===== config.mk =====
export PLATFORM = sky130hd
export DESIGN_NAME = xtea_chained_block_crypt_flat
export DESIGN_NICKNAME = d
export VERILOG_FILES = /design/src/hw/rtl/xcbc_pkg.sv /design/src/hw/rtl/xcbc_if.sv /design/src/hw/rtl/xcbc_round.sv /design/src/hw/rtl/xcbc_core.sv /design/src/hw/rtl/xtea_chained_block_crypt.sv /design/src/flat_wrapper.sv
export SDC_FILE = /design/constraint.sdc
export NUM_CORES = 2
export LEC_CHECK = 0
export BUFFER_PORTS_ARGS = -buffer_cell sky130_fd_sc_hd__buf_4
export CORE_AREA = 5 5 248 250
export CTS_BUF_LIST = sky130_fd_sc_hd__clkbuf_2
export CTS_CLUSTER_DIAMETER = 80
export DETAILED_ROUTE_END_ITERATION = 12
export DIE_AREA = 0 0 253 255
export GPL_TIMING_DRIVEN = 0
export PLACE_DENSITY_LB_ADDON = 0.08
export SYNTH_ARGS = -nofsm -noshare
export SYNTH_HDL_FRONTEND = slang
export SYNTH_SLANG_ARGS = --single-unit

===== constraint.sdc =====
create_clock -name clk -period 7.23 [get_ports clk]
set_input_delay 1.8075 -clock clk [delete_from_list [all_inputs] [get_ports clk]]
set_output_delay 1.8075 -clock clk [all_outputs]
set_load 0.02 [all_outputs]

===== src/hw/rtl/xcbc_pkg.sv =====
// ----------------------------------------------------------------------------
// xcbc_pkg
// Types and constants shared by the chained XTEA block cipher.
// ----------------------------------------------------------------------------
package xcbc_pkg;

    localparam int WordW   = 32;
    localparam int BlockW  = 64;
    localparam int RoundsW = 7;
    localparam int IndexW  = 3;

    localparam logic [WordW-1:0]   Delta       = 32'h9e3779b9;
    localparam logic [RoundsW-1:0] RoundsReset = 7'd32;

    // register indexes of the configuration port
    localparam logic [IndexW-1:0] RegKey0  = 3'd0;
    localparam logic [IndexW-1:0] RegKey1  = 3'd1;
    localparam logic [IndexW-1:0] RegKey2  = 3'd2;
    localparam logic [IndexW-1:0] RegKey3  = 3'd3;
    localparam logic [IndexW-1:0] RegRounds = 3'd4;
    localparam logic [IndexW-1:0] RegDir   = 3'd5;

    typedef logic [WordW-1:0]        word_t;
    typedef logic [BlockW-1:0]       block_t;
    typedef logic [3:0][WordW-1:0]   key_t;

    typedef struct packed {
        logic               start;
        logic               dec;
        logic [RoundsW-1:0] rounds;
    } core_ctl_t;

    typedef struct packed {
        logic busy;
        logic done;
    } core_stat_t;

endpackage


===== src/hw/rtl/xcbc_if.sv =====
// ----------------------------------------------------------------------------
// xcbc_if
// Valid/ready channels for input blocks and result blocks.
// ----------------------------------------------------------------------------
interface xcbc_in_if;
    logic               valid;
    logic               ready;
    xcbc_pkg::word_t    block_lo;
    xcbc_pkg::word_t    block_hi;
    logic               first_block;

    modport source (output valid, output block_lo, output block_hi, output first_block,
                    input ready);
    modport sink   (input valid, input block_lo, input block_hi, input first_block,
                    output ready);
endinterface

interface xcbc_out_if;
    logic               valid;
    logic               ready;
    xcbc_pkg::word_t    out_lo;
    xcbc_pkg::word_t    out_hi;

    modport source (output valid, output out_lo, output out_hi, input ready);
    modport sink   (input valid, input out_lo, input out_hi, output ready);
endinterface


===== src/hw/rtl/xcbc_round.sv =====
// ----------------------------------------------------------------------------
// xcbc_round
// One XTEA half-round: target word plus or minus the mix of the source word.
// ----------------------------------------------------------------------------
module xcbc_round (
    input  xcbc_pkg::word_t src,
    input  xcbc_pkg::word_t acc,
    input  xcbc_pkg::word_t sum,
    input  xcbc_pkg::word_t key,
    input  logic            sub,
    output xcbc_pkg::word_t res
);

    xcbc_pkg::word_t mix;

    assign mix = ((src << 4) ^ (src >> 5)) + (src ^ sum) + key;
    assign res = sub ? (acc - mix) : (acc + mix);

endmodule


===== src/hw/rtl/xcbc_core.sv =====
// ----------------------------------------------------------------------------
// xcbc_core
// Iterative XTEA core: one half-round per clock through a shared round unit.
// ----------------------------------------------------------------------------
module xcbc_core (
    input  logic                 clk,
    input  logic                 rst_n,
    input  xcbc_pkg::core_ctl_t  ctl,
    input  xcbc_pkg::key_t       key,
    input  xcbc_pkg::block_t     blk,
    output xcbc_pkg::core_stat_t stat,
    output xcbc_pkg::block_t     result
);

    localparam int RemW = xcbc_pkg::RoundsW + 1;
    localparam int ProdW = xcbc_pkg::WordW + xcbc_pkg::RoundsW;

    xcbc_pkg::word_t y_reg;
    xcbc_pkg::word_t z_reg;
    xcbc_pkg::word_t sum_reg;
    logic [RemW-1:0] rem_reg;
    logic            phase_reg;
    logic            dec_reg;
    logic            busy_reg;
    logic            done_reg;

    logic             to_z;
    logic [1:0]       key_idx;
    xcbc_pkg::word_t  src;
    xcbc_pkg::word_t  acc;
    xcbc_pkg::word_t  acc_next;
    logic [ProdW-1:0] sum_prod;
    xcbc_pkg::word_t  sum_init;

    // the half-round that writes z reads y, and takes its key from sum bits 12:11
    assign to_z    = phase_reg ^ dec_reg;
    assign key_idx = to_z ? sum_reg[12:11] : sum_reg[1:0];
    assign src     = to_z ? y_reg : z_reg;
    assign acc     = to_z ? z_reg : y_reg;

    // decryption starts from delta times the round count
    assign sum_prod = {{xcbc_pkg::RoundsW{1'b0}}, xcbc_pkg::Delta}
                    * {{xcbc_pkg::WordW{1'b0}}, ctl.rounds};
    assign sum_init = sum_prod[xcbc_pkg::WordW-1:0];

    xcbc_round u_round (
        .src (src),
        .acc (acc),
        .sum (sum_reg),
        .key (key[key_idx]),
        .sub (dec_reg),
        .res (acc_next)
    );

    always_ff @(posedge clk or negedge rst_n)
    begin
        if (!rst_n)
        begin
            rem_reg   <= '0;
            phase_reg <= 1'b0;
            dec_reg   <= 1'b0;
            busy_reg  <= 1'b0;
            done_reg  <= 1'b0;
        end
        else if (ctl.start)
        begin
            rem_reg   <= {ctl.rounds, 1'b0};
            phase_reg <= 1'b0;
            dec_reg   <= ctl.dec;
            busy_reg  <= 1'b1;
            done_reg  <= 1'b0;
        end
        else if (busy_reg)
        begin
            if (rem_reg == '0)
            begin
                busy_reg <= 1'b0;
                done_reg <= 1'b1;
            end
            else
            begin
                rem_reg   <= rem_reg - RemW'(1);
                phase_reg <= ~phase_reg;
            end
        end
        else
        begin
            done_reg <= 1'b0;
        end
    end

    always_ff @(posedge clk)
    begin
        if (ctl.start)
        begin
            y_reg   <= blk[xcbc_pkg::WordW-1:0];
            z_reg   <= blk[xcbc_pkg::BlockW-1:xcbc_pkg::WordW];
            sum_reg <= ctl.dec ? sum_init : '0;
        end
        else if (busy_reg && (rem_reg != '0))
        begin
            if (to_z)
            begin
                z_reg <= acc_next;
            end
            else
            begin
                y_reg <= acc_next;
            end
            // sum steps between the two halves of a cycle
            if (!phase_reg)
            begin
                sum_reg <= dec_reg ? (sum_reg - xcbc_pkg::Delta) : (sum_reg + xcbc_pkg::Delta);
            end
        end
    end

    assign stat.busy = busy_reg;
    assign stat.done = done_reg;
    assign result    = {z_reg, y_reg};

    a_done_after_busy: assert property (@(posedge clk) disable iff (!rst_n)
        done_reg |-> $past(busy_reg))
        else $error("core done without a preceding run");

    a_no_start_busy: assert property (@(posedge clk) disable iff (!rst_n)
        ctl.start |-> !busy_reg)
        else $error("core started while running");

    a_count_down: assert property (@(posedge clk) disable iff (!rst_n)
        (busy_reg && (rem_reg != '0) && !ctl.start) |=> (rem_reg == $past(rem_reg) - RemW'(1)))
        else $error("half-round counter skipped");

    a_result_hold: assert property (@(posedge clk) disable iff (!rst_n)
        (!busy_reg && !ctl.start) |=> ($stable(y_reg) && $stable(z_reg)))
        else $error("core result changed while idle");

endmodule


===== src/hw/rtl/xtea_chained_block_crypt.sv =====
// ----------------------------------------------------------------------------
// xtea_chained_block_crypt
// XTEA with configurable rounds and two-way block chaining on 64-bit blocks.
//
//   channel   dir  payload                           transfer
//   blocks    in   block_lo, block_hi, first_block   valid & ready
//   results   out  out_lo, out_hi                    valid & ready
//   wr_*      in   wr_index, wr_data                 wr_en
//
// the core does one half-round per clock through its single round unit
// ready is low while a block is in the core or its result waits for a free
// output register; the output register lets a result wait while the next
// block enters
// reset: keys zero, 32 rounds, encrypt, chain state zero
// ----------------------------------------------------------------------------
module xtea_chained_block_crypt (
    input  logic                          clk,
    input  logic                          rst_n,
    xcbc_in_if.sink                       blocks,
    xcbc_out_if.source                    results,
    input  logic                          wr_en,
    input  logic [xcbc_pkg::IndexW-1:0]   wr_index,
    input  xcbc_pkg::word_t               wr_data
);

    localparam logic [1:0] StIdle = 2'd0;
    localparam logic [1:0] StRun  = 2'd1;
    localparam logic [1:0] StHold = 2'd2;

    logic [1:0]                   state_reg;
    xcbc_pkg::key_t               key_reg;
    logic [xcbc_pkg::RoundsW-1:0] rounds_reg;
    logic                         dir_reg;
    xcbc_pkg::block_t             prev_cipher_reg;
    xcbc_pkg::block_t             prev_plain_reg;
    xcbc_pkg::block_t             blk_reg;
    logic                         first_reg;
    logic                         dec_reg;
    logic                         out_valid_reg;
    xcbc_pkg::word_t              out_lo_reg;
    xcbc_pkg::word_t              out_hi_reg;

    xcbc_pkg::core_ctl_t  core_ctl;
    xcbc_pkg::core_stat_t core_stat;
    xcbc_pkg::block_t     core_result;
    xcbc_pkg::block_t     in_blk;
    xcbc_pkg::block_t     chain_in;
    xcbc_pkg::block_t     chain_out;
    xcbc_pkg::block_t     res;
    logic                 in_xfer;
    logic                 finish;
    logic                 load;

    assign blocks.ready = (state_reg == StIdle);
    assign in_xfer      = blocks.valid && blocks.ready;

    assign in_blk   = {blocks.block_hi, blocks.block_lo};
    assign chain_in = blocks.first_block ? '0 : (dir_reg ? prev_plain_reg : prev_cipher_reg);

    assign core_ctl.start  = in_xfer;
    assign core_ctl.dec    = dir_reg;
    assign core_ctl.rounds = rounds_reg;

    xcbc_core u_core (
        .clk    (clk),
        .rst_n  (rst_n),
        .ctl    (core_ctl),
        .key    (key_reg),
        .blk    (in_blk ^ chain_in),
        .stat   (core_stat),
        .result (core_result)
    );

    assign chain_out = first_reg ? '0 : (dec_reg ? prev_cipher_reg : prev_plain_reg);
    assign res       = core_result ^ chain_out;

    assign finish = ((state_reg == StRun) && core_stat.done) || (state_reg == StHold);
    assign load   = finish && (!out_valid_reg || results.ready);

    always_ff @(posedge clk or negedge rst_n)
    begin
        if (!rst_n)
        begin
            key_reg    <= '0;
            rounds_reg <= xcbc_pkg::RoundsReset;
            dir_reg    <= 1'b0;
        end
        else if (wr_en)
        begin
            case (wr_index)
                xcbc_pkg::RegKey0:   key_reg[0] <= wr_data;
                xcbc_pkg::RegKey1:   key_reg[1] <= wr_data;
                xcbc_pkg::RegKey2:   key_reg[2] <= wr_data;
                xcbc_pkg::RegKey3:   key_reg[3] <= wr_data;
                xcbc_pkg::RegRounds: rounds_reg <= wr_data[xcbc_pkg::RoundsW-1:0];
                xcbc_pkg::RegDir:    dir_reg    <= wr_data[0];
                default:             ;
            endcase
        end
    end

    always_ff @(posedge clk or negedge rst_n)
    begin
        if (!rst_n)
        begin
            state_reg       <= StIdle;
            out_valid_reg   <= 1'b0;
            prev_cipher_reg <= '0;
            prev_plain_reg  <= '0;
            first_reg       <= 1'b0;
            dec_reg         <= 1'b0;
        end
        else
        begin
            case (state_reg)
                StIdle:
                begin
                    if (in_xfer)
                    begin
                        state_reg <= StRun;
                        first_reg <= blocks.first_block;
                        dec_reg   <= dir_reg;
                    end
                end
                StRun:
                begin
                    if (load)
                    begin
                        state_reg <= StIdle;
                    end
                    else if (core_stat.done)
                    begin
                        state_reg <= StHold;
                    end
                end
                StHold:
                begin
                    if (load)
                    begin
                        state_reg <= StIdle;
                    end
                end
                default:
                begin
                    state_reg <= StIdle;
                end
            endcase

            if (load)
            begin
                out_valid_reg <= 1'b1;
                // chain state keeps the input block before chaining and the result after chaining
                if (dec_reg)
                begin
                    prev_cipher_reg <= blk_reg;
                    prev_plain_reg  <= res;
                end
                else
                begin
                    prev_plain_reg  <= blk_reg;
                    prev_cipher_reg <= res;
                end
            end
            else if (results.ready)
            begin
                out_valid_reg <= 1'b0;
            end
        end
    end

    always_ff @(posedge clk)
    begin
        if (in_xfer)
        begin
            blk_reg <= in_blk;
        end
        if (load)
        begin
            out_lo_reg <= res[xcbc_pkg::WordW-1:0];
            out_hi_reg <= res[xcbc_pkg::BlockW-1:xcbc_pkg::WordW];
        end
    end

    assign results.valid  = out_valid_reg;
    assign results.out_lo = out_lo_reg;
    assign results.out_hi = out_hi_reg;

endmodule

===== src/flat_wrapper.sv =====
// flat-port wrapper written by rule: the top's interface ports become plain ports
module xtea_chained_block_crypt_flat 
  (clk, rst_n, wr_en, wr_index, wr_data, blocks_valid, blocks_block_lo, blocks_block_hi, blocks_first_block, blocks_ready, results_valid, results_out_lo, results_out_hi, results_ready);
  xcbc_in_if blocks_i ();
  xcbc_out_if results_i ();
  input  logic clk;
  input  logic rst_n;
  input  logic wr_en;
  input  logic [xcbc_pkg::IndexW-1:0] wr_index;
  input  xcbc_pkg::word_t wr_data;
  input wire logic [$bits(blocks_i.valid)-1:0] blocks_valid;
  input wire logic [$bits(blocks_i.block_lo)-1:0] blocks_block_lo;
  input wire logic [$bits(blocks_i.block_hi)-1:0] blocks_block_hi;
  input wire logic [$bits(blocks_i.first_block)-1:0] blocks_first_block;
  output wire logic [$bits(blocks_i.ready)-1:0] blocks_ready;
  output wire logic [$bits(results_i.valid)-1:0] results_valid;
  output wire logic [$bits(results_i.out_lo)-1:0] results_out_lo;
  output wire logic [$bits(results_i.out_hi)-1:0] results_out_hi;
  input wire logic [$bits(results_i.ready)-1:0] results_ready;
  assign blocks_i.valid = blocks_valid;
  assign blocks_i.block_lo = blocks_block_lo;
  assign blocks_i.block_hi = blocks_block_hi;
  assign blocks_i.first_block = blocks_first_block;
  assign blocks_ready = blocks_i.ready;
  assign results_valid = results_i.valid;
  assign results_out_lo = results_i.out_lo;
  assign results_out_hi = results_i.out_hi;
  assign results_i.ready = results_ready;
  xtea_chained_block_crypt u_core (.clk(clk), .rst_n(rst_n), .blocks(blocks_i), .results(results_i), .wr_en(wr_en), .wr_index(wr_index), .wr_data(wr_data));
endmodule

; After elaboration in Yosys (flattened, before gate mapping)
; Cells that the tools add are included.
[op_classes]
n_addsub = 7
mul = 1
order_cmp = 1
eq_ne = 14
mux = 42
bitwise = 6
n_reduce_logical = 27
[op_table]
columns = op, count
row1 = two-way mux 32 bit, 15
row2 = two-way mux 64 bit, 6
row3 = bitwise XOR 64 bit, 2
row4 = adder 32 bit, 3
row5 = binary-select mux 32 bit (select 2 bit), 1
row6 = adder 32 bit (second input constant), 1
row7 = multiplier 32 x 7 -> 32 bit (first input constant), 1
row8 = subtractor 32 bit, 1
row9 = subtractor 32 bit (second input constant), 1
row10 = bitwise XOR 32 x 27 -> 32 bit, 1
row11 = bitwise XOR 32 bit, 1
row12 = two-way mux 8 bit, 3
row13 = AND reduction 2 bit, 11
row14 = two-way mux 1 bit, 11
row15 = two-way mux 2 bit, 5
row16 = logical NOT 8 bit, 1
row17 = inequality test 2 x 1 -> 1 bit (second input constant), 4
row18 = nonzero test 2 bit, 4
row19 = nonzero test 8 bit, 1
row20 = subtractor 8 x 1 -> 8 bit (second input constant), 1
row21 = equality test 3 x 2 -> 1 bit (second input constant), 2
row22 = equality test 3 bit (second input constant), 2
row23 = case mux 2 bit (3 select lines), 1
row24 = logical AND 1 bit, 4
row25 = other kinds (14), 15
[totals]
reg_bits = 505
wordCells = 121

; Longest topological paths before layout
[depth]
word_depth = 10
depth_mapped = 34

; Cells and area by module
; From an unflattened synthesis, not the netlist that was laid out.
[hier_totals]
hier_cells = 3605
area_unflattened_um2 = 37802.5
[modules_own_cells]
columns = module, n_inst, cells_per_inst, area_per_inst_um2, seq_area_each_um2
row1 = xtea_chained_block_crypt, 1, 1770, 21520.6, 10576.4
row2 = xcbc_core, 1, 1099, 10766.6, 3183.1
row3 = xcbc_round, 1, 736, 5515.3, 0.0

; Worst setup path before layout
; Ideal clock, no wire load.
[synth_timing]
path_kind = register to register
start = reg u_core.u_core.dec_reg
end = reg u_core.u_core.y_reg[31], data pin
setup_ns = 0.270
t_arrival_ns = 7.706
slack_ns = -0.746
path_stages_with_launch = 31
path_buffers = 2
period_less_slack_ns = 7.976
cell_sequence = dfrtp_1 > clkbuf_1 > xor2_1 > nor2_1 > a21oi_1 > buf_2 > mux4_2 > fa_1 > ha_1 > fa_1 > a211oi_2 > nor2_1 > a41oi_2 > nand2_1 > xnor2_1 > nand3b_1 > nor4b_1 > and2b_1 > a21oi_1 > xnor2_1 > ha_1 > a21o_1 > a21o_1 > a21oi_1 > o21ai_0 > a22o_1 > a211oi_2 > xnor3_1 > nand2b_1 > mux2i_1 > a21oi_1
[synth_between]
elab_chain_cells = 10
[synth_lines]
columns = element, line
row1 = from (decl), xcbc_core.sv:23  ; logic dec_reg;
row2 = from (signal assigned), xcbc_core.sv:69  ; dec_reg <= ctl.dec;
row3 = bitwise XOR 1 bit, xcbc_core.sv:36  ; assign to_z = phase_reg ^ dec_reg;
row4 = two-way mux 32 bit or two-way mux 2 bit (tied branches), "xcbc_core.sv:38, xcbc_core.sv:37"
row5 = bitwise XOR 32 x 27 -> 32 bit (tied with other cells), xcbc_round.sv:16  ; assign mix = ((src << 4) ^ (src >> 5)) + (src ^ sum) + key;
row6 = adder 32 bit or two-way mux 32 bit (tied branches), "xcbc_round.sv:16, xcbc_core.sv:50"
row7 = adder 32 bit, xcbc_round.sv:16
row8 = adder 32 bit or subtractor 32 bit (tied branches), xcbc_round.sv:17  ; assign res = sub ? (acc - mix) : (acc + mix);
row9 = two-way mux 32 bit *, xcbc_round.sv:17
row10 = two-way mux 32 bit *, xcbc_core.sv:102  ; if (to_z)
row11 = two-way mux 32 bit *, xcbc_core.sv:100  ; else if (busy_reg && (rem_reg != '0))
row12 = two-way mux 32 bit *, xcbc_core.sv:94  ; if (ctl.start)
row13 = to (signal assigned), xcbc_core.sv:96  ; y_reg <= blk[xcbc_pkg::WordW-1:0];
row14 = to (signal assigned), xcbc_core.sv:108  ; y_reg <= acc_next;
row15 = to (decl), xcbc_core.sv:18  ; xcbc_pkg::word_t y_reg;
; Mark *: on every way between the ends. The rest lies on a longest branch, timed or not. The select of a mux whose other input is x is not followed.
; A chain may end at the register's enable or synchronous reset.

; Final worst setup path
[layout_timing]
start = reg u_core.u_core.phase_reg
end = reg u_core.u_core.z_reg[31], data pin
[layout_between]
elab_chain_cells = 10
[layout_lines]
columns = element, line
row1 = from (decl), xcbc_core.sv:22  ; logic phase_reg;
row2 = from (signal assigned), xcbc_core.sv:83  ; phase_reg <= ~phase_reg;
row3 = bitwise XOR 1 bit *, xcbc_core.sv:36
row4 = two-way mux 32 bit or two-way mux 2 bit (tied branches), "xcbc_core.sv:38, xcbc_core.sv:37"
row5 = bitwise XOR 32 x 27 -> 32 bit (tied with other cells), xcbc_round.sv:16
row6 = adder 32 bit or two-way mux 32 bit (tied branches), "xcbc_round.sv:16, xcbc_core.sv:50"
row7 = adder 32 bit, xcbc_round.sv:16
row8 = adder 32 bit or subtractor 32 bit (tied branches), xcbc_round.sv:17
row9 = two-way mux 32 bit *, xcbc_round.sv:17
row10 = two-way mux 32 bit *, xcbc_core.sv:102
row11 = two-way mux 32 bit *, xcbc_core.sv:100
row12 = two-way mux 32 bit *, xcbc_core.sv:94
row13 = to (signal assigned), xcbc_core.sv:97  ; z_reg <= blk[xcbc_pkg::BlockW-1:xcbc_pkg::WordW];
row14 = to (signal assigned), xcbc_core.sv:104  ; z_reg <= acc_next;
row15 = to (decl), xcbc_core.sv:19  ; xcbc_pkg::word_t z_reg;
; Marks and branches as above.

==> metrics <==
GR Overflow Total 0; Slew HR under 10%; Max stage delay cell, worst path mux4_2; Synth Register Bits 504; Post-synth ARST share 55.6%; compound-cell area share of the yosys netlist a little over an eighth; status finished, violations left; GRT Total Usage between 30% and 40%; area grow syn2layout 15.4%; Final #Nets roughly 4100; Port Buffers ~170; post-route setup TNS -3610 ps; Final GP Congestion 1.03; Num CTS Buffers about 140; number of global-route vias before repair between 20000 and 30000; Clock Sinks just over 500; Synthesized Nets 3742; initial antenna violation count 3; IO Count 171; FMAX approximately 0.13 GHz; initial drt markers 2493; via count about 28000; RSZ-0062 raised after global routing yes; Worst Path Max Fanout 4; CP Launch Type register; Post-Syn Area 33700 um^2; average cell area after synthesis between 9 and 10 um^2; fin crit share 108%; top_reg_cell synth dfrtp_1; crit path DAT 8880 ps; DPL Wire Length 86200 um; first-pass GRT wire length roughly 170000 um; Post-Synth Adder-Cell Area about 11%; Antenna Nets Post-Route 0; cells after synthesis 3394; most area-consuming cells after synthesis dfrtp_1 (21%), edfxtp_1 (20%), xnor2_1 (6.2%); Yosys cell types 85; Setup violations, final 18; Hold WS roughly 340 ps; H-tree Lvls 4; worst skew pair latency between 1000 and 1500 ps; die height 255 um; worst slew pin tran 1410 ps; Clock Skews roughly 130 ps; DRC Markers 0; critical path data required time approximately 8300 ps; Post-synth EDFFs roughly 220; largest family of logic cells by synthesized area compound AO/OA/AOI/OAI gates; Crit path top cell by count buf_6; metal2 WL roughly 54000 um; CTS tree built; Top Metal Used met5; pin count of the biggest net entering global routing approximately 140; count leader, synth nor2_1; Starting Density ~57%; core footprint 58800 um^2; cts hold-fix bufs 0; Worst Setup End Kind register; time the worst path needs with I/O delays and setup 7790 ps; Seq/Total Area, Yosys 40.7%; setup ws final -556 ps; max incr delay on CP ~560 ps; clock buffer depth 3; layout cell share with drive strength beyond 1 roughly a fifth; final hold violation count 0; die area between 60000 and 70000 um^2; Final Max Tran Viols 0; WL/cell ~25 um; max reg flops between 100 and 150; num rows 89; metal3 WL around 9100 um; die extent in x ~250 um; post-synthesis xor/xnor area fraction 9.00%; post-synth top area cell dfrtp_1; failing checks setup timing; synthesis warning total 0; multiplexer area fraction after synthesis 11.4%; simple-gate share of the synthesized area between 10% and 20%; commonest cells in the netlist nor2_1 (362), a21oi_1 (297), nand2_1 (293); Setup CP Type register to register; Worst-path clk slew ~110 ps; met1 WL around 43000 um; top-area cell type share of the netlist area 20.7%; via-per-instance ratio 6.02; final wirelength about 110000 um; max cap viols 0; first drt pass iteration count 6; clk root buf clkbuf_2; HP Class primary input to async pin; final core occ approximately two thirds
-- path summary, 6_finish.rpt --
kind / startpoint / to / depth (start not counted) / slack, ps
hold reg to reg: u_core.state_reg[1]$_DFFE_PN0P_ / u_core.state_reg[0]$_DFFE_PN0P_ / 1 / 490
min in group clk: u_core.state_reg[1]$_DFFE_PN0P_ / u_core.state_reg[0]$_DFFE_PN0P_ / 1 / 490
max in group asynchronous: rst_n / u_core.key_reg[101]$_DFFE_PN0P_ / 2 / 5790
setup / recovery: u_core.u_core.phase_reg$_DFFE_PN0P_ / u_core.u_core.z_reg[31]$_DFFE_PP_ / 34 / -560
hold / removal: rst_n / u_core.prev_plain_reg[18]$_DFFE_PN0P_ / 1 / 340
setup reg to reg: u_core.u_core.phase_reg$_DFFE_PN0P_ / u_core.u_core.z_reg[31]$_DFFE_PP_ / 34 / -560
-- layer usage --
metal / GRT usage (%) / up-vias
met5: 0 / -
met4: 20.8 / 2
met3: 6.61 / 318
met2: 57.2 / 1410
met1: 43.4 / 13700
li1: - / 12500
-- cell usage in the layout, fill, tap and decap left out, drive strengths merged, types with 5 or more instances in the layout --
cell type,count
nor3,19
buf,276
a211oi,16
nor2,362
o21ai,216
o2111ai,5
and2,8
xor2,107
inv,270
fa,79
nand3,26
mux2,133
o22ai,18
dfrtp,279
ha,164
nand2,293
nand4,10
clkinv,25
nor4,9
clkbuf,341
a21o,58
nand2b,14
or3,9
nor2b,11
o21bai,18
a21oi,298
and3,7
nor4b,5
o31ai,14
xnor2,237
edfxtp,224
mux4,32
a31oi,21
a21boi,9
o21a,19
mux2i,164
o211ai,8
-- final cells by class --
cell class,count,area [um^2]
antenna,3,7.51
buffer,167,698
clock buffer,208,1040
clock inverter,34,251
fill,4808,19900
inverter,265,995
multi-input combinational,2454,19200
sequential,504,13700
tap,773,967
timing repair buffer,242,1980
-- worst max-delay path: cells and delay by family, from the launching register on --
kind	cells	cell delay, ps
buffers and inverters	8	1180
xor gates and xnor gates	4	880
DFF	1	510
AOI/OAI and AO/OA	11	2040
adders and majority gates	3	1240
and+or+nand+nor	6	880
muxes	2	840
-- what timing repair did --
| action | 4_1_cts | 5_1_grt |
|---|---|---|
| buffers inserted | 44 | 22 |
| gates resized for setup | 105 | 72 |
| pin swaps | 49 | 52 |
| setup endpoints to repair | 44 | 35 |
-- stage by stage --
step	instances	worst slack, ps	cell area [um^2]
after floorplan	3394	3.25	33800
after global placement	4336	-2210	36000
after detailed placement	4343	-2330	36200
after CTS	4626	-467	38400
after global routing	4650	-737	38900
final	4650	-556	38900
-- cell families (layout without fill, tap and decap cells) --
family | count (synthesis) | after routing
adder cells (fa/ha/maj) | 243 | 243
AND/OR/NAND/NOR | 797 | 797
buffers and inverters | 436 | 916
other | 0 | 3
multiplexers | 329 | 329
XOR/XNOR | 345 | 345
AO/OA/AOI/OAI | 740 | 740
flip-flops | 504 | 504
Power is not shown: default switching activity piles up to over one toggle a cycle in this logic, so the estimate is an artifact.
